$ cat src/assert_macros.svh
// Assertion helpers included by the RTL file that carries checks.
`ifndef ASSERT_MACROS_SVH
`define ASSERT_MACROS_SVH

// The consequent must hold in the same cycle as the antecedent.
`define BCCC_ASSERT_SAME(lbl, clk, rst_n, ante, cons) \
  lbl: assert property (@(posedge clk) disable iff (!rst_n) (ante) |-> (cons)) \
    else $error("bccc check failed");

// The consequent must hold in the cycle after the antecedent.
`define BCCC_ASSERT_NEXT(lbl, clk, rst_n, ante, cons) \
  lbl: assert property (@(posedge clk) disable iff (!rst_n) (ante) |=> (cons)) \
    else $error("bccc check failed");

`endif

$ cat src/bccc_pkg.sv
`timescale 1ns / 1ps

package bccc_pkg;

  localparam int GainW    = 32;
  localparam int AngW     = 17;
  localparam int RateW    = 16;
  localparam int CntW     = 16;
  localparam int LineW    = 8;
  localparam int DutyW    = 13;
  localparam int CfgIdxW  = 3;
  localparam int CfgDataW = 32;

  // Serial multiplier: one multiplier bit per cycle.
  localparam int MulW    = 32;
  localparam int ProdW   = 64;
  localparam int MulCntW = $clog2(MulW + 1);

  // Serial divider by a small constant: one quotient bit per cycle.
  localparam int DivRemW = 8;
  localparam int DivCntW = $clog2(ProdW + 1);

  localparam int ErrW   = 18;
  localparam int E3W    = ErrW + 2;
  localparam int FiltW  = 32;
  localparam int E7W    = FiltW + 3;
  localparam int NumW   = 36;
  localparam int IntegW = 32;
  localparam int LdiffW = LineW + 1;
  localparam int LnW    = 28;
  localparam int DrvW   = 42;

  localparam logic [DivRemW-1:0] FilterDiv = 8'd10;
  localparam logic [DivRemW-1:0] IntegDiv  = 8'd200;

  localparam int UpShift = 24;
  localparam int SpShift = 28;
  localparam logic signed [ProdW-1:0] UpBias = 64'sh0000_0000_00FF_FFFF;
  localparam logic signed [ProdW-1:0] SpBias = 64'sh0000_0000_0FFF_FFFF;

  localparam logic signed [IntegW-1:0] IntegMax = 32'sd12288000;
  localparam logic signed [DrvW-1:0]   DriveMax = 42'sd7000;
  localparam logic signed [AngW-1:0]   RollStop = 17'sd13056;

  typedef enum logic [CfgIdxW-1:0] {
    REG_BAL_KP  = 3'd0,
    REG_BAL_KD  = 3'd1,
    REG_MID     = 3'd2,
    REG_SPD_KP  = 3'd3,
    REG_TARGET  = 3'd4,
    REG_LINE_KP = 3'd5,
    REG_LINE_KD = 3'd6,
    REG_RUN     = 3'd7
  } cfg_reg_e;

  typedef struct packed {
    logic signed [GainW-1:0] balance_gain_p;
    logic signed [GainW-1:0] balance_gain_d;
    logic signed [AngW-1:0]  mid_angle;
    logic signed [GainW-1:0] speed_gain_p;
    logic signed [CntW-1:0]  target_speed;
    logic signed [CntW-1:0]  line_gain_p;
    logic signed [CntW-1:0]  line_gain_d;
    logic                    run_enable;
  } cfg_t;

  localparam cfg_t CfgReset = '{
    balance_gain_p: 32'sd18087936,
    balance_gain_d: -32'sd91750,
    mid_angle:      17'sd2560,
    speed_gain_p:   32'sd301466,
    target_speed:   16'sd0,
    line_gain_p:    16'sd35,
    line_gain_d:    -16'sd12,
    run_enable:     1'b0
  };

  typedef struct packed {
    logic signed [AngW-1:0]  pitch_angle;
    logic signed [RateW-1:0] pitch_rate;
    logic signed [AngW-1:0]  roll_angle;
    logic signed [CntW-1:0]  left_count;
    logic signed [CntW-1:0]  right_count;
    logic signed [LineW-1:0] line_offset;
  } sample_t;

  typedef struct packed {
    logic [DutyW-1:0] left_duty;
    logic             left_reverse;
    logic [DutyW-1:0] right_duty;
    logic             right_reverse;
    logic             fallen;
  } result_t;

endpackage

$ cat src/bccc_if.sv
`timescale 1ns / 1ps

interface bccc_in_if import bccc_pkg::*; ();
  logic                    valid;
  logic                    ready;
  logic signed [AngW-1:0]  pitch_angle;
  logic signed [RateW-1:0] pitch_rate;
  logic signed [AngW-1:0]  roll_angle;
  logic signed [CntW-1:0]  left_count;
  logic signed [CntW-1:0]  right_count;
  logic signed [LineW-1:0] line_offset;

  modport source (output valid, pitch_angle, pitch_rate, roll_angle, left_count,
                  right_count, line_offset, input ready);
  modport sink (input valid, pitch_angle, pitch_rate, roll_angle, left_count,
                right_count, line_offset, output ready);
endinterface

interface bccc_out_if import bccc_pkg::*; ();
  logic             valid;
  logic             ready;
  logic [DutyW-1:0] left_duty;
  logic             left_reverse;
  logic [DutyW-1:0] right_duty;
  logic             right_reverse;
  logic             fallen;

  modport source (output valid, left_duty, left_reverse, right_duty, right_reverse,
                  fallen, input ready);
  modport sink (input valid, left_duty, left_reverse, right_duty, right_reverse,
                fallen, output ready);
endinterface

interface bccc_cfg_if import bccc_pkg::*; ();
  logic                valid;
  logic                ready;
  logic [CfgIdxW-1:0]  index;
  logic [CfgDataW-1:0] data;

  modport source (output valid, index, data, input ready);
  modport sink (input valid, index, data, output ready);
endinterface

$ cat src/balance_car_cascade_controller_unit.sv
`timescale 1ns / 1ps

//  Channel   Direction   Contents
//  in_i      sink        pitch, pitch rate, roll, two encoder counts, line offset
//  out_o     source      left/right duty and reverse bits, fallen flag
//  cfg_i     sink        register index and write data, always ready
//
// One tick runs from acceptance to result through six passes of the bit-serial
// multiplier, two passes of the serial divider by a constant, and the setup,
// truncation and summing states around them.
// The sample side accepts a new transaction only while the sequencer is idle.
// The result sits in an output register, so a stalled sink does not stop the
// next tick from starting; the sequencer waits only when that register is full.
// Reset is asynchronous and active low; it restores the register defaults and
// clears the filter, integral, line history, fall flag and held directions.

`include "assert_macros.svh"

module balance_car_cascade_controller_unit import bccc_pkg::*; (
  input  logic         clk_i,
  input  logic         rst_ni,
  bccc_in_if.sink      in_i,
  bccc_out_if.source   out_o,
  bccc_cfg_if.sink     cfg_i
);

  cfg_t    cfg_q;
  sample_t smp;
  result_t res, out_q;
  logic    res_valid, res_ready, out_valid_q;

  // Configuration: every write transaction is taken at once.
  assign cfg_i.ready = 1'b1;

  always_ff @(posedge clk_i or negedge rst_ni) begin
    if (!rst_ni) begin
      cfg_q <= CfgReset;
    end else if (cfg_i.valid) begin
      unique case (cfg_reg_e'(cfg_i.index))
        REG_BAL_KP:  cfg_q.balance_gain_p <= cfg_i.data;
        REG_BAL_KD:  cfg_q.balance_gain_d <= cfg_i.data;
        REG_MID:     cfg_q.mid_angle      <= cfg_i.data[AngW-1:0];
        REG_SPD_KP:  cfg_q.speed_gain_p   <= cfg_i.data;
        REG_TARGET:  cfg_q.target_speed   <= cfg_i.data[CntW-1:0];
        REG_LINE_KP: cfg_q.line_gain_p    <= cfg_i.data[CntW-1:0];
        REG_LINE_KD: cfg_q.line_gain_d    <= cfg_i.data[CntW-1:0];
        REG_RUN:     cfg_q.run_enable     <= cfg_i.data[0];
        default: ;
      endcase
    end
  end

  assign smp.pitch_angle = in_i.pitch_angle;
  assign smp.pitch_rate  = in_i.pitch_rate;
  assign smp.roll_angle  = in_i.roll_angle;
  assign smp.left_count  = in_i.left_count;
  assign smp.right_count = in_i.right_count;
  assign smp.line_offset = in_i.line_offset;

  bccc_core u_core (
    .clk_i       (clk_i),
    .rst_ni      (rst_ni),
    .cfg_i       (cfg_q),
    .smp_valid_i (in_i.valid),
    .smp_ready_o (in_i.ready),
    .smp_i       (smp),
    .res_valid_o (res_valid),
    .res_ready_i (res_ready),
    .res_o       (res)
  );

  // Output register: filled by the sequencer, drained by the sink.
  assign res_ready = !out_valid_q || out_o.ready;

  always_ff @(posedge clk_i or negedge rst_ni) begin
    if (!rst_ni) begin
      out_valid_q <= 1'b0;
    end else if (res_ready) begin
      out_valid_q <= res_valid;
    end
  end

  always_ff @(posedge clk_i) begin
    if (res_ready && res_valid) out_q <= res;
  end

  assign out_o.valid         = out_valid_q;
  assign out_o.left_duty     = out_q.left_duty;
  assign out_o.left_reverse  = out_q.left_reverse;
  assign out_o.right_duty    = out_q.right_duty;
  assign out_o.right_reverse = out_q.right_reverse;
  assign out_o.fallen        = out_q.fallen;

  // The drive limit holds on every delivered result.
  `BCCC_ASSERT_SAME(a_duty_limit, clk_i, rst_ni, out_o.valid,
    (out_o.left_duty <= DutyW'(7000)) && (out_o.right_duty <= DutyW'(7000)))
  // A fall stops both motors.
  `BCCC_ASSERT_SAME(a_fall_stops, clk_i, rst_ni, out_o.valid && out_o.fallen,
    (out_o.left_duty == '0) && (out_o.right_duty == '0))
  // An accepted sample keeps the sequencer busy in the following cycle.
  `BCCC_ASSERT_NEXT(a_busy_after_accept, clk_i, rst_ni, in_i.valid && in_i.ready,
    !in_i.ready)
  // A result computed while stopped carries no drive.
  `BCCC_ASSERT_SAME(a_stop_no_drive, clk_i, rst_ni,
    res_valid && !cfg_q.run_enable, (res.left_duty == '0) && (res.right_duty == '0))

endmodule

$ cat src/bccc_smul.sv
`timescale 1ns / 1ps

// Signed shift-add multiplier, one multiplier bit per cycle.
module bccc_smul import bccc_pkg::*; (
  input  logic             clk_i,
  input  logic             rst_ni,
  input  logic             start_i,
  input  logic [MulW-1:0]  a_i,
  input  logic [MulW-1:0]  b_i,
  output logic             done_o,
  output logic [ProdW-1:0] prod_o
);

  logic [MulCntW-1:0] cnt_q;
  logic               done_q;
  logic [ProdW-1:0]   mcand_q;
  logic [MulW-1:0]    mplier_q;
  logic [ProdW-1:0]   prod_q;

  always_ff @(posedge clk_i or negedge rst_ni) begin
    if (!rst_ni) begin
      cnt_q  <= '0;
      done_q <= 1'b0;
    end else begin
      done_q <= 1'b0;
      if (start_i) begin
        cnt_q <= MulCntW'(MulW);
      end else if (cnt_q != '0) begin
        cnt_q  <= cnt_q - MulCntW'(1);
        done_q <= (cnt_q == MulCntW'(1));
      end
    end
  end

  // The last multiplier bit carries negative weight.
  always_ff @(posedge clk_i) begin
    if (start_i) begin
      mcand_q  <= {{(ProdW-MulW){a_i[MulW-1]}}, a_i};
      mplier_q <= b_i;
      prod_q   <= '0;
    end else if (cnt_q != '0) begin
      if (mplier_q[0]) begin
        if (cnt_q == MulCntW'(1)) begin
          prod_q <= prod_q - mcand_q;
        end else begin
          prod_q <= prod_q + mcand_q;
        end
      end
      mcand_q  <= {mcand_q[ProdW-2:0], 1'b0};
      mplier_q <= {1'b0, mplier_q[MulW-1:1]};
    end
  end

  assign done_o = done_q;
  assign prod_o = prod_q;

endmodule

$ cat src/bccc_udiv.sv
`timescale 1ns / 1ps

// Restoring divider of an unsigned word by a small constant, one quotient bit per cycle.
module bccc_udiv import bccc_pkg::*; (
  input  logic               clk_i,
  input  logic               rst_ni,
  input  logic               start_i,
  input  logic [ProdW-1:0]   dvd_i,
  input  logic [DivRemW-1:0] dsr_i,
  output logic               done_o,
  output logic [ProdW-1:0]   quo_o
);

  logic [DivCntW-1:0] cnt_q;
  logic               done_q;
  logic [ProdW-1:0]   dvd_q;
  logic [DivRemW-1:0] rem_q;
  logic [DivRemW-1:0] dsr_q;
  logic [DivRemW:0]   trial;
  logic [DivRemW:0]   diff;
  logic               ge;

  assign trial = {rem_q, dvd_q[ProdW-1]};
  assign diff  = trial - {1'b0, dsr_q};
  assign ge    = (trial >= {1'b0, dsr_q});

  always_ff @(posedge clk_i or negedge rst_ni) begin
    if (!rst_ni) begin
      cnt_q  <= '0;
      done_q <= 1'b0;
    end else begin
      done_q <= 1'b0;
      if (start_i) begin
        cnt_q <= DivCntW'(ProdW);
      end else if (cnt_q != '0) begin
        cnt_q  <= cnt_q - DivCntW'(1);
        done_q <= (cnt_q == DivCntW'(1));
      end
    end
  end

  always_ff @(posedge clk_i) begin
    if (start_i) begin
      dvd_q <= dvd_i;
      rem_q <= '0;
      dsr_q <= dsr_i;
    end else if (cnt_q != '0) begin
      rem_q <= ge ? diff[DivRemW-1:0] : trial[DivRemW-1:0];
      dvd_q <= {dvd_q[ProdW-2:0], ge};
    end
  end

  assign done_o = done_q;
  assign quo_o  = dvd_q;

endmodule

$ cat src/bccc_core.sv
`timescale 1ns / 1ps

// Tick sequencer: walks one sample through the shared serial multiplier and divider.
module bccc_core import bccc_pkg::*; (
  input  logic    clk_i,
  input  logic    rst_ni,
  input  cfg_t    cfg_i,
  input  logic    smp_valid_i,
  output logic    smp_ready_o,
  input  sample_t smp_i,
  output logic    res_valid_o,
  input  logic    res_ready_i,
  output result_t res_o
);

  typedef enum logic [12:0] {
    ST_IDLE  = 13'b0_0000_0000_0001,
    ST_PREP  = 13'b0_0000_0000_0010,
    ST_UP_P  = 13'b0_0000_0000_0100,
    ST_UP_D  = 13'b0_0000_0000_1000,
    ST_DIV_E = 13'b0_0000_0001_0000,
    ST_SP_E  = 13'b0_0000_0010_0000,
    ST_SP_I  = 13'b0_0000_0100_0000,
    ST_DIV_I = 13'b0_0000_1000_0000,
    ST_LN_P  = 13'b0_0001_0000_0000,
    ST_LN_D  = 13'b0_0010_0000_0000,
    ST_TRUNC = 13'b0_0100_0000_0000,
    ST_SUM   = 13'b0_1000_0000_0000,
    ST_OUT   = 13'b1_0000_0000_0000
  } state_e;

  state_e state_q, state_d;

  logic               mul_start, mul_done, div_start, div_done;
  logic [MulW-1:0]    mul_a, mul_b;
  logic [ProdW-1:0]   prod, quo, div_dvd;
  logic [DivRemW-1:0] div_dsr;

  sample_t                  smp_q;
  logic signed [ErrW-1:0]   err_q;
  logic signed [LdiffW-1:0] ldiff_q;
  logic signed [E3W-1:0]    e3_q;
  logic signed [E7W-1:0]    e7_q;
  logic signed [NumW-1:0]   num_q;
  logic                     num_neg_q;
  logic                     prod_neg_q;
  logic signed [ProdW-1:0]  up_acc_q, sp_acc_q;
  logic signed [FiltW-1:0]  filt_q;
  logic signed [IntegW-1:0] integ_q, integ_tmp_q;
  logic signed [LnW-1:0]    ln_q;
  logic signed [DrvW-1:0]   up_q, sp_q, left_q, right_q;
  logic signed [LineW-1:0]  prev_line_q;
  logic                     fallen_last_q;
  logic [1:0]               held_q;

  logic signed [ErrW-1:0]   pdiff_c, err_c;
  logic signed [LdiffW-1:0] ldiff_c;
  logic [NumW-1:0]          num_mag;
  logic [ProdW-1:0]         prod_mag;
  logic signed [FiltW-1:0]  e_c;
  logic signed [ProdW-1:0]  quo_s;
  logic signed [IntegW:0]   isum;
  logic signed [IntegW-1:0] integ_c;
  logic signed [ProdW-1:0]  up_b, sp_b, up_sh, sp_sh;
  logic signed [DrvW-1:0]   lim_l, lim_r, abs_l, abs_r;
  logic                     fallen_c, active_c;
  logic [1:0]               dirs_c;

  bccc_smul u_mul (
    .clk_i   (clk_i),
    .rst_ni  (rst_ni),
    .start_i (mul_start),
    .a_i     (mul_a),
    .b_i     (mul_b),
    .done_o  (mul_done),
    .prod_o  (prod)
  );

  bccc_udiv u_div (
    .clk_i   (clk_i),
    .rst_ni  (rst_ni),
    .start_i (div_start),
    .dvd_i   (div_dvd),
    .dsr_i   (div_dsr),
    .done_o  (div_done),
    .quo_o   (quo)
  );

  assign pdiff_c = {cfg_i.mid_angle[AngW-1], cfg_i.mid_angle}
                 - {smp_q.pitch_angle[AngW-1], smp_q.pitch_angle};
  assign err_c = {{2{smp_q.left_count[CntW-1]}}, smp_q.left_count}
               + {{2{smp_q.right_count[CntW-1]}}, smp_q.right_count}
               - {{2{cfg_i.target_speed[CntW-1]}}, cfg_i.target_speed};
  assign ldiff_c = {smp_q.line_offset[LineW-1], smp_q.line_offset}
                 - {prev_line_q[LineW-1], prev_line_q};

  assign num_mag  = num_q[NumW-1] ? NumW'(-num_q) : num_q;
  assign prod_mag = prod[ProdW-1] ? (~prod + ProdW'(1)) : prod;
  assign e_c      = num_neg_q ? FiltW'(-$signed(quo[FiltW-1:0])) : $signed(quo[FiltW-1:0]);
  assign quo_s    = prod_neg_q ? -$signed(quo) : $signed(quo);

  // Integral update: clamp, then clear after a fall or while stopped.
  always_comb begin
    isum = {integ_q[IntegW-1], integ_q} + {filt_q[FiltW-1], filt_q};
    if (isum > $signed({IntegMax[IntegW-1], IntegMax})) begin
      integ_c = IntegMax;
    end else if (isum < -$signed({IntegMax[IntegW-1], IntegMax})) begin
      integ_c = -IntegMax;
    end else begin
      integ_c = isum[IntegW-1:0];
    end
    if (fallen_last_q || !cfg_i.run_enable) begin
      integ_c = '0;
    end
  end

  // Truncation toward zero: bias negative values before the arithmetic shift.
  assign up_b  = up_acc_q + (up_acc_q[ProdW-1] ? UpBias : '0);
  assign sp_b  = sp_acc_q + (sp_acc_q[ProdW-1] ? SpBias : '0);
  assign up_sh = up_b >>> UpShift;
  assign sp_sh = sp_b >>> SpShift;

  always_comb begin
    lim_l = left_q;
    if (left_q > DriveMax) lim_l = DriveMax;
    if (left_q < -DriveMax) lim_l = -DriveMax;
    lim_r = right_q;
    if (right_q > DriveMax) lim_r = DriveMax;
    if (right_q < -DriveMax) lim_r = -DriveMax;
  end

  assign abs_l    = lim_l[DrvW-1] ? -lim_l : lim_l;
  assign abs_r    = lim_r[DrvW-1] ? -lim_r : lim_r;
  assign fallen_c = (smp_q.roll_angle >= RollStop) || (smp_q.roll_angle <= -RollStop);
  assign active_c = cfg_i.run_enable && !fallen_c;
  assign dirs_c   = {(lim_r[DrvW-1] || (lim_r == '0)), (lim_l[DrvW-1] || (lim_l == '0))};

  always_comb begin
    state_d   = state_q;
    mul_start = 1'b0;
    mul_a     = cfg_i.balance_gain_p;
    mul_b     = '0;
    div_start = 1'b0;
    div_dvd   = {{(ProdW-NumW){1'b0}}, num_mag};
    div_dsr   = FilterDiv;
    unique case (state_q)
      ST_IDLE: begin
        if (smp_valid_i) state_d = ST_PREP;
      end
      ST_PREP: begin
        mul_start = 1'b1;
        mul_b     = {{(MulW-ErrW){pdiff_c[ErrW-1]}}, pdiff_c};
        state_d   = ST_UP_P;
      end
      ST_UP_P: begin
        if (mul_done) begin
          mul_start = 1'b1;
          mul_a     = cfg_i.balance_gain_d;
          mul_b     = {{(MulW-RateW){smp_q.pitch_rate[RateW-1]}}, smp_q.pitch_rate};
          state_d   = ST_UP_D;
        end
      end
      ST_UP_D: begin
        if (mul_done) begin
          div_start = 1'b1;
          state_d   = ST_DIV_E;
        end
      end
      ST_DIV_E: begin
        if (div_done) begin
          mul_start = 1'b1;
          mul_a     = cfg_i.speed_gain_p;
          mul_b     = e_c;
          state_d   = ST_SP_E;
        end
      end
      ST_SP_E: begin
        if (mul_done) begin
          mul_start = 1'b1;
          mul_a     = cfg_i.speed_gain_p;
          mul_b     = integ_tmp_q;
          state_d   = ST_SP_I;
        end
      end
      ST_SP_I: begin
        if (mul_done) begin
          div_start = 1'b1;
          div_dvd   = prod_mag;
          div_dsr   = IntegDiv;
          state_d   = ST_DIV_I;
        end
      end
      ST_DIV_I: begin
        if (div_done) begin
          mul_start = 1'b1;
          mul_a     = {{(MulW-CntW){cfg_i.line_gain_p[CntW-1]}}, cfg_i.line_gain_p};
          mul_b     = {{(MulW-LineW){smp_q.line_offset[LineW-1]}}, smp_q.line_offset};
          state_d   = ST_LN_P;
        end
      end
      ST_LN_P: begin
        if (mul_done) begin
          mul_start = 1'b1;
          mul_a     = {{(MulW-CntW){cfg_i.line_gain_d[CntW-1]}}, cfg_i.line_gain_d};
          mul_b     = {{(MulW-LdiffW){ldiff_q[LdiffW-1]}}, ldiff_q};
          state_d   = ST_LN_D;
        end
      end
      ST_LN_D: begin
        if (mul_done) state_d = ST_TRUNC;
      end
      ST_TRUNC: state_d = ST_SUM;
      ST_SUM:   state_d = ST_OUT;
      ST_OUT: begin
        if (res_ready_i) state_d = ST_IDLE;
      end
      default: state_d = ST_IDLE;
    endcase
  end

  always_ff @(posedge clk_i or negedge rst_ni) begin
    if (!rst_ni) begin
      state_q       <= ST_IDLE;
      filt_q        <= '0;
      integ_q       <= '0;
      prev_line_q   <= '0;
      fallen_last_q <= 1'b0;
      held_q        <= '0;
    end else begin
      state_q <= state_d;
      if (state_q == ST_DIV_E && div_done) filt_q <= e_c;
      if (state_q == ST_SP_E && mul_done) integ_q <= integ_tmp_q;
      if (state_q == ST_OUT && res_ready_i) begin
        prev_line_q   <= smp_q.line_offset;
        fallen_last_q <= fallen_c;
        if (active_c) held_q <= dirs_c;
      end
    end
  end

  always_ff @(posedge clk_i) begin
    case (state_q)
      ST_IDLE: begin
        if (smp_valid_i) smp_q <= smp_i;
      end
      ST_PREP: begin
        err_q   <= err_c;
        ldiff_q <= ldiff_c;
      end
      ST_UP_P: begin
        e3_q <= {{2{err_q[ErrW-1]}}, err_q} + {err_q[ErrW-1], err_q, 1'b0};
        e7_q <= {filt_q, 3'b000} - {{3{filt_q[FiltW-1]}}, filt_q};
        if (mul_done) up_acc_q <= $signed(prod);
      end
      ST_UP_D: begin
        num_q <= {{(NumW-E3W-12){e3_q[E3W-1]}}, e3_q, 12'd0}
               + {{(NumW-E7W){e7_q[E7W-1]}}, e7_q};
        if (mul_done) begin
          up_acc_q  <= up_acc_q + {prod[ProdW-9:0], 8'd0};
          num_neg_q <= num_q[NumW-1];
        end
      end
      ST_SP_E: begin
        integ_tmp_q <= integ_c;
        if (mul_done) sp_acc_q <= $signed(prod);
      end
      ST_SP_I: begin
        if (mul_done) prod_neg_q <= prod[ProdW-1];
      end
      ST_DIV_I: begin
        if (div_done) sp_acc_q <= sp_acc_q + quo_s;
      end
      ST_LN_P: begin
        if (mul_done) ln_q <= $signed(prod[LnW-1:0]);
      end
      ST_LN_D: begin
        if (mul_done) ln_q <= ln_q + $signed(prod[LnW-1:0]);
      end
      ST_TRUNC: begin
        up_q <= up_sh[DrvW-1:0];
        sp_q <= sp_sh[DrvW-1:0];
      end
      ST_SUM: begin
        left_q  <= up_q + sp_q + {{(DrvW-LnW){ln_q[LnW-1]}}, ln_q};
        right_q <= up_q + sp_q - {{(DrvW-LnW){ln_q[LnW-1]}}, ln_q};
      end
      default: ;
    endcase
  end

  assign smp_ready_o         = (state_q == ST_IDLE);
  assign res_valid_o         = (state_q == ST_OUT);
  assign res_o.left_duty     = active_c ? abs_l[DutyW-1:0] : '0;
  assign res_o.right_duty    = active_c ? abs_r[DutyW-1:0] : '0;
  assign res_o.left_reverse  = active_c ? dirs_c[0] : held_q[0];
  assign res_o.right_reverse = active_c ? dirs_c[1] : held_q[1];
  assign res_o.fallen        = fallen_c;

endmodule
$ cat src/flat_wrapper.sv
// flat-port wrapper written by rule: the top's interface ports become plain ports
module balance_car_cascade_controller_unit_flat import bccc_pkg::*;
  (clk_i, rst_ni, in_i_valid, in_i_pitch_angle, in_i_pitch_rate, in_i_roll_angle, in_i_left_count, in_i_right_count, in_i_line_offset, in_i_ready, out_o_valid, out_o_left_duty, out_o_left_reverse, out_o_right_duty, out_o_right_reverse, out_o_fallen, out_o_ready, cfg_i_valid, cfg_i_index, cfg_i_data, cfg_i_ready);
  bccc_in_if in_i_i ();
  bccc_out_if out_o_i ();
  bccc_cfg_if cfg_i_i ();
  input  logic clk_i;
  input  logic rst_ni;
  input wire logic [$bits(in_i_i.valid)-1:0] in_i_valid;
  input wire logic [$bits(in_i_i.pitch_angle)-1:0] in_i_pitch_angle;
  input wire logic [$bits(in_i_i.pitch_rate)-1:0] in_i_pitch_rate;
  input wire logic [$bits(in_i_i.roll_angle)-1:0] in_i_roll_angle;
  input wire logic [$bits(in_i_i.left_count)-1:0] in_i_left_count;
  input wire logic [$bits(in_i_i.right_count)-1:0] in_i_right_count;
  input wire logic [$bits(in_i_i.line_offset)-1:0] in_i_line_offset;
  output wire logic [$bits(in_i_i.ready)-1:0] in_i_ready;
  output wire logic [$bits(out_o_i.valid)-1:0] out_o_valid;
  output wire logic [$bits(out_o_i.left_duty)-1:0] out_o_left_duty;
  output wire logic [$bits(out_o_i.left_reverse)-1:0] out_o_left_reverse;
  output wire logic [$bits(out_o_i.right_duty)-1:0] out_o_right_duty;
  output wire logic [$bits(out_o_i.right_reverse)-1:0] out_o_right_reverse;
  output wire logic [$bits(out_o_i.fallen)-1:0] out_o_fallen;
  input wire logic [$bits(out_o_i.ready)-1:0] out_o_ready;
  input wire logic [$bits(cfg_i_i.valid)-1:0] cfg_i_valid;
  input wire logic [$bits(cfg_i_i.index)-1:0] cfg_i_index;
  input wire logic [$bits(cfg_i_i.data)-1:0] cfg_i_data;
  output wire logic [$bits(cfg_i_i.ready)-1:0] cfg_i_ready;
  assign in_i_i.valid = in_i_valid;
  assign in_i_i.pitch_angle = in_i_pitch_angle;
  assign in_i_i.pitch_rate = in_i_pitch_rate;
  assign in_i_i.roll_angle = in_i_roll_angle;
  assign in_i_i.left_count = in_i_left_count;
  assign in_i_i.right_count = in_i_right_count;
  assign in_i_i.line_offset = in_i_line_offset;
  assign in_i_ready = in_i_i.ready;
  assign out_o_valid = out_o_i.valid;
  assign out_o_left_duty = out_o_i.left_duty;
  assign out_o_left_reverse = out_o_i.left_reverse;
  assign out_o_right_duty = out_o_i.right_duty;
  assign out_o_right_reverse = out_o_i.right_reverse;
  assign out_o_fallen = out_o_i.fallen;
  assign out_o_i.ready = out_o_ready;
  assign cfg_i_i.valid = cfg_i_valid;
  assign cfg_i_i.index = cfg_i_index;
  assign cfg_i_i.data = cfg_i_data;
  assign cfg_i_ready = cfg_i_i.ready;
  balance_car_cascade_controller_unit u_core (.clk_i(clk_i), .rst_ni(rst_ni), .in_i(in_i_i), .out_o(out_o_i), .cfg_i(cfg_i_i));
endmodule
$ cat config.mk
export PLATFORM = sky130hd
export DESIGN_NAME = balance_car_cascade_controller_unit_flat
export DESIGN_NICKNAME = d
export VERILOG_FILES = /design/src/bccc_pkg.sv /design/src/bccc_if.sv /design/src/balance_car_cascade_controller_unit.sv /design/src/bccc_smul.sv /design/src/bccc_udiv.sv /design/src/bccc_core.sv /design/src/flat_wrapper.sv
export VERILOG_INCLUDE_DIRS = /design/src /design/src/src
export SDC_FILE = /design/constraint.sdc
export NUM_CORES = 2
export LEC_CHECK = 0
export BUFFER_PORTS_ARGS = -buffer_cell sky130_fd_sc_hd__clkbuf_2
export CAP_MARGIN = 20
export CORE_MARGIN = 5
export CORE_UTILIZATION = 45
export CTS_CLUSTER_DIAMETER = 40
export DETAILED_ROUTE_END_ITERATION = 8
export PLACE_DENSITY = 0.64
export SETUP_SLACK_MARGIN = 0.4
export SLEW_MARGIN = 0
export SYNTH_ARGS = -nofsm -noshare
export SYNTH_HDL_FRONTEND = slang
export SYNTH_SLANG_ARGS = --single-unit
$ cat constraint.sdc
create_clock -name clk_i -period 8.6 [get_ports clk_i]
set_clock_uncertainty 0.15 [all_clocks]
set_input_delay 1.72 -clock clk_i [delete_from_list [all_inputs] [get_ports clk_i]]
set_output_delay 1.72 -clock clk_i [all_outputs]
set_load 0.005 [all_outputs]
==> summary by stage <==
Yosys
After synthesis, the netlist uses 95 different library cells. In the post-synthesis netlist, the biggest area contributors are edfxtp_1, ha_1, dfrtp_1. The synthesized design contains 748 enable-type register cells. The largest area contributor in the netlist is edfxtp_1. Summing the areas of all compound-gate instances in the mapped netlist gives 18.8% of the synthesized area. The xor-xnor portion of the synthesized cell area is 8.74%. After Yosys synthesis, full adders, half adders and majority gates account for 9.97% of the synthesized area. The post-synthesis instance total is 7675. Summing the areas of all and, or, nand and nor instances in the mapped netlist gives 14.6% of the synthesized area. The proportion of synthesized chip area in sequential cells is 41.7%. The average size of a mapped cell is 9.57 sq um. For this run, the leading register cell type out of synthesis is edfxtp_1. In this run, synthesis produced a sequential element count of 1086. The cell area after synthesis is 73500 sq um. The multiplexer area fraction after synthesis is 2.73%.

The warning count from the yosys run is 0. The async set or reset register ratio after synthesis is 24.5%. The number of nets in the synthesized netlist is 8374. By area, the combinational part of the netlist is dominated by compound AO/OA/AOI/OAI gates. The top cell type's share of synthesized area is 30.6%.

Global route
After global routing the overflow that remains totals 0. The wire length of the first global-routing pass is 334 mm. The number of antenna violations at the first check in global routing is 6. The number of global-route vias before repair is 57100. Global routing used 24.5% of the available tracks. Entering global routing, the biggest net connects 157 pins.

Floorplanning
The core footprint is 163000 sq um. The overall die width is 414 um. The floorplan step set the die height to 414 um.

The floorplan has 148 rows. Pin placement for this block handled 162 I/O pins. The initial core utilization is 45.2%. The die covers 171000 sq um.

Finish
The fraction of final layout cells with drive strength greater than 1 is 11.4%. The count of filler cells inserted in the layout is 14700. Registers take 30600 sq um.

The multi-input combinational cells in the finished layout cover a total of 40500 sq um. The finished cells cover 83400 sq um. Once layout is complete, the cells apart from fillers number 10200. From synthesis to final layout, the design area changed by 13.4%. For this run, the post-layout net count is 8525.

STA
Setup repair after global routing left no endpoint under its margin. The time the final worst path needs with I/O delays and setup is 6.79 ns. The setup-violating endpoint count in the final report is 0.

Setup slack closes at 1.81 ns. The final number of hold-violating endpoints is 0. The summed negative setup slack over all endpoints is 0 ns. The relative max-transition margin is 26.1%.

The share of the cycle needed by the critical path after routing is 78.9%. The transition time at the pin with the least slew margin is 1.10 ns. The top achievable clock speed is 147 MHz. The max-slew violation count is 0.

Min path
The class of the tightest hold or removal check is reg2reg. Counting instances, the worst hold path has a depth of 0. For hold timing, the worst endpoint is u_core.u_core.num_q[8]. The startpoint identified for the worst hold timing path is u_core.u_core.e7_q[8].

Critical path
The worst endpoint data arrival time is 7.19 ns. Data on the critical path is required at its endpoint by 9.00 ns. The type of element capturing the critical path is a flip-flop. In this run the critical register-to-register path is launched from u_core.u_core.sp_q[1].

The reg-to-reg critical path endpoint is u_core.u_core.left_q[40]. For this design, the slowest cell found on the critical path is o41ai_1. Across all register-to-register paths, the minimum setup slack is 1.81 ns. The worst stage delay on the critical path is 0.77 ns. Along the worst path, the maximum fanout reaches 9. Traced cell by cell, the critical path runs through ha_1 > a21o_1 > a21oi_1 > o21ai_0 > and4b_1 > o41ai_1 > nor2b_1 > xnor2_1 > ha_1 > or3_1 > nor3_1 > nand2_1 > o21a_1 > o221a_2 > o41ai_1 > nand2b_1 > a31o_2 > o31ai_1 > mux2i_1 > nand4_1. The worst register-to-register path has a depth of 20. The worst setup path is launched from a flip-flop. The critical path is of the reg2reg type. The cell type group with the largest total delay on the critical path is compound AO/OA/AOI/OAI gates. The worst path buffer plus inverter count is 0.

Clock network
The number of gates resized after CTS is 0. The number of buffers added for setup after CTS is 0. The clock transition time at the flip-flop clock pins of the worst setup and hold paths is 0.06 ns.

Counting every sink on the clock net gives 1086. At the later pin of the worst-skew pair, clock insertion delay measures 0.83 ns. The clock tree from TritonCTS is built. The clock tree synthesis step divided the H-tree into 4 levels. The clock root buffer is clkbuf_16. In this run, CTS created clock tree buffers numbering 184.

The maximum clock insertion buffer count is 3. In this run, post-CTS hold repair placed 0 buffers.

Drt
Detailed routing inserted a total of 59400 vias. After detailed routing, the number of remaining DRC violations is 0. The ratio of routed vias to standard cells is 5.84. The final antenna-violating net count is 0. In the final routed layout, each cell accounts on average for 21.4 um.

For this run, the detailed router's first-pass iteration total came to 6. The number of design-rule violations left by the first detailed-router iteration is 5696. The routed design has 217 mm of wire.

Power and ir drop
The maximum VDD drop is 0.238 mV. The static leakage is 34.6 nW. For this design the ratio of total power to cell area is 315 nW/um^2.

Job
The max-capacitance violation count is 0.

Place
The standard cell area after detailed placement is 76800 sq um. The number of port buffers is 160. Once detailed placement completed, the half-perimeter wirelength came to 165 mm. At the end of routability-driven placement, the weighted congestion stood at 0.939. The cell total after placement is 9813.

The worst-case setup slack after placement is 1.89 ns.

Run status
The run finished with clean final reports.
-- power by group --
group,internal [mW],total (mW),switching (mW),leakage (nW)
combinational,4.28,10.8,6.50,20.5
sequential,6.96,7.89,0.929,11.0
clock,4.69,7.61,2.92,3.11
total,15.9,26.3,10.4,34.6
-- cells in the final DEF (no fill, tap or decap), types with 104 or more instances in the layout --
| master | netlist | final |
|---|---|---|
| mux2_2 | 166 | 166 |
| clkbuf_2 | 0 | 159 |
| nor3_1 | 123 | 120 |
| o21ai_0 | 543 | 543 |
| xor2_1 | 323 | 323 |
| a21o_1 | 270 | 270 |
| nand2_1 | 839 | 834 |
| nor2_1 | 519 | 515 |
| xnor2_1 | 410 | 410 |
| dfrtp_1 | 212 | 212 |
| buf_4 | 2 | 104 |
| inv_1 | 364 | 363 |
| ha_1 | 541 | 541 |
| clkbuf_16 | 0 | 189 |
| nand3_1 | 150 | 150 |
| edfxtp_1 | 748 | 748 |
| a21oi_1 | 554 | 553 |
-- logic make-up (layout without fill, tap and decap cells) --
kind of cell,after synthesis,in the layout
muxes,179,179
adders and majority gates,569,569
and+or+nand+nor,2271,2271
AOI/OAI and AO/OA,2167,2167
buffers and inverters,669,981
other,1,3
xor gates and xnor gates,733,733
DFF,1086,1086
-- metal layers --
layer | track usage (%) | part of all wire (%) | vias to the layer above
met4 | 7.91 | 3.2 | 2
met2 | 38.8 | 45 | 1943
met5 | 0 | 0.0092 | -
met1 | 34.5 | 45 | 28500
li1 | - | - | 28500
met3 | 4.09 | 7.3 | 391
-- state kept, by name, summed over array words and instances (netlist names), 18 cells and up --
register	count
u_core.u_core.u_div.quo_o	64
u_core.u_core.u_mul.mcand_q	64
u_core.u_core.right_q	41
u_core.u_core.filt_q	32
u_core.u_core.ln_q	28
u_core.u_core.sp_q	36
u_core.u_core.integ_q	32
u_core.u_core.u_mul.prod_o	64
u_core.u_core.sp_acc_q	64
u_core.u_core.err_q	18
u_core.u_core.up_q	40
u_core.u_core.left_q	42
u_core.u_core.up_acc_q	64
u_core.u_core.e7_q	35
u_core.u_core.u_mul.mplier_q	32
u_core.cfg_q	162
u_core.u_core.e3_q	20
u_core.u_core.integ_tmp_q	32
u_core.u_core.num_q	36
u_core.u_core.smp_q	90
-- per-stage QoR --
| stage | power [mW] | hold WS (ns) | util [%] |
|---|---|---|---|
| finish | 26.3 | 0.265 | 51.3 |
| global route | 27.9 | 0.280 | 51.3 |
| CTS | 26.2 | 0.265 | 51.3 |
| detailed placement | 18.5 | 0.255 | 47.3 |
| global placement | 18.4 | 0.252 | 47.2 |
| floorplan | 15.5 | 0.250 | - |
-- Yosys cell counts (26+ instances only) --
cell type	number
nand2_1	839
edfxtp_1	748
a21oi_1	554
o21ai_0	543
ha_1	541
nor2_1	519
xnor2_1	410
inv_1	364
xor2_1	323
clkbuf_1	275
a21o_1	270
dfrtp_1	212
mux2_2	166
nand3_1	150
nor3_1	123
o31ai_1	98
nand4_1	92
o21a_1	86
or3_1	80
and3_1	74
o211ai_1	73
dfxtp_1	72
nand2b_1	72
o21bai_1	70
a211oi_1	60
a31oi_1	59
nor2b_1	56
nor4_1	55
dfstp_2	54
and2_1	51
o41ai_1	37
a21boi_0	30
o22ai_1	29
or2_2	29
fa_1	28
or4_1	27
a22oi_1	26
-- how the worst max path moves through the flow --
stage                                              from                          to  slack (ns)  cells past startpoint
final                             u_core.u_core.sp_q[1]    u_core.u_core.left_q[40]        1.81                     20
after global routing      u_core.u_core.u_div.quo_o[26]  u_core.u_core.sp_acc_q[62]        1.22                     19
after CTS                 u_core.u_core.u_div.quo_o[26]  u_core.u_core.sp_acc_q[62]        1.83                     19
after detailed placement  u_core.u_core.u_div.quo_o[26]  u_core.u_core.sp_acc_q[62]        1.89                     19
after global placement            u_core.u_core.up_q[1]    u_core.u_core.left_q[40]        1.87                     20
after floorplan                u_core.u_core.state_q[1]       u_core.u_core.sp_q[0]        0.81                      5
-- worst register-to-register path, cell delays in order (launching register included) --
cell      delay [ns]
edfxtp_1        0.41
ha_1            0.30
a21o_1          0.18
a21oi_1         0.27
o21ai_0         0.16
and4b_1         0.23
o41ai_1         0.45
nor2b_1         0.39
xnor2_1         0.21
ha_1            0.40
or3_1           0.43
nor3_1          0.31
nand2_1         0.10
o21a_1          0.24
o221a_2         0.28
o41ai_1         0.77
nand2b_1        0.18
a31o_2          0.33
o31ai_1         0.43
mux2i_1         0.23
nand4_1         0.09
-- cell type report --
type / count / share of cell area (%)
diodes: 2 / 0.00600
clock inverters: 139 / 1.99
multi-input cells: 5920 / 48.6
flip-flops and latches: 1086 / 36.7
inverters: 366 / 1.65
clock buffers: 208 / 5.82
repair buffers: 268 / 1.98
well taps: 2175 / 3.26
Note: power is estimated with default switching activity, not from simulation.
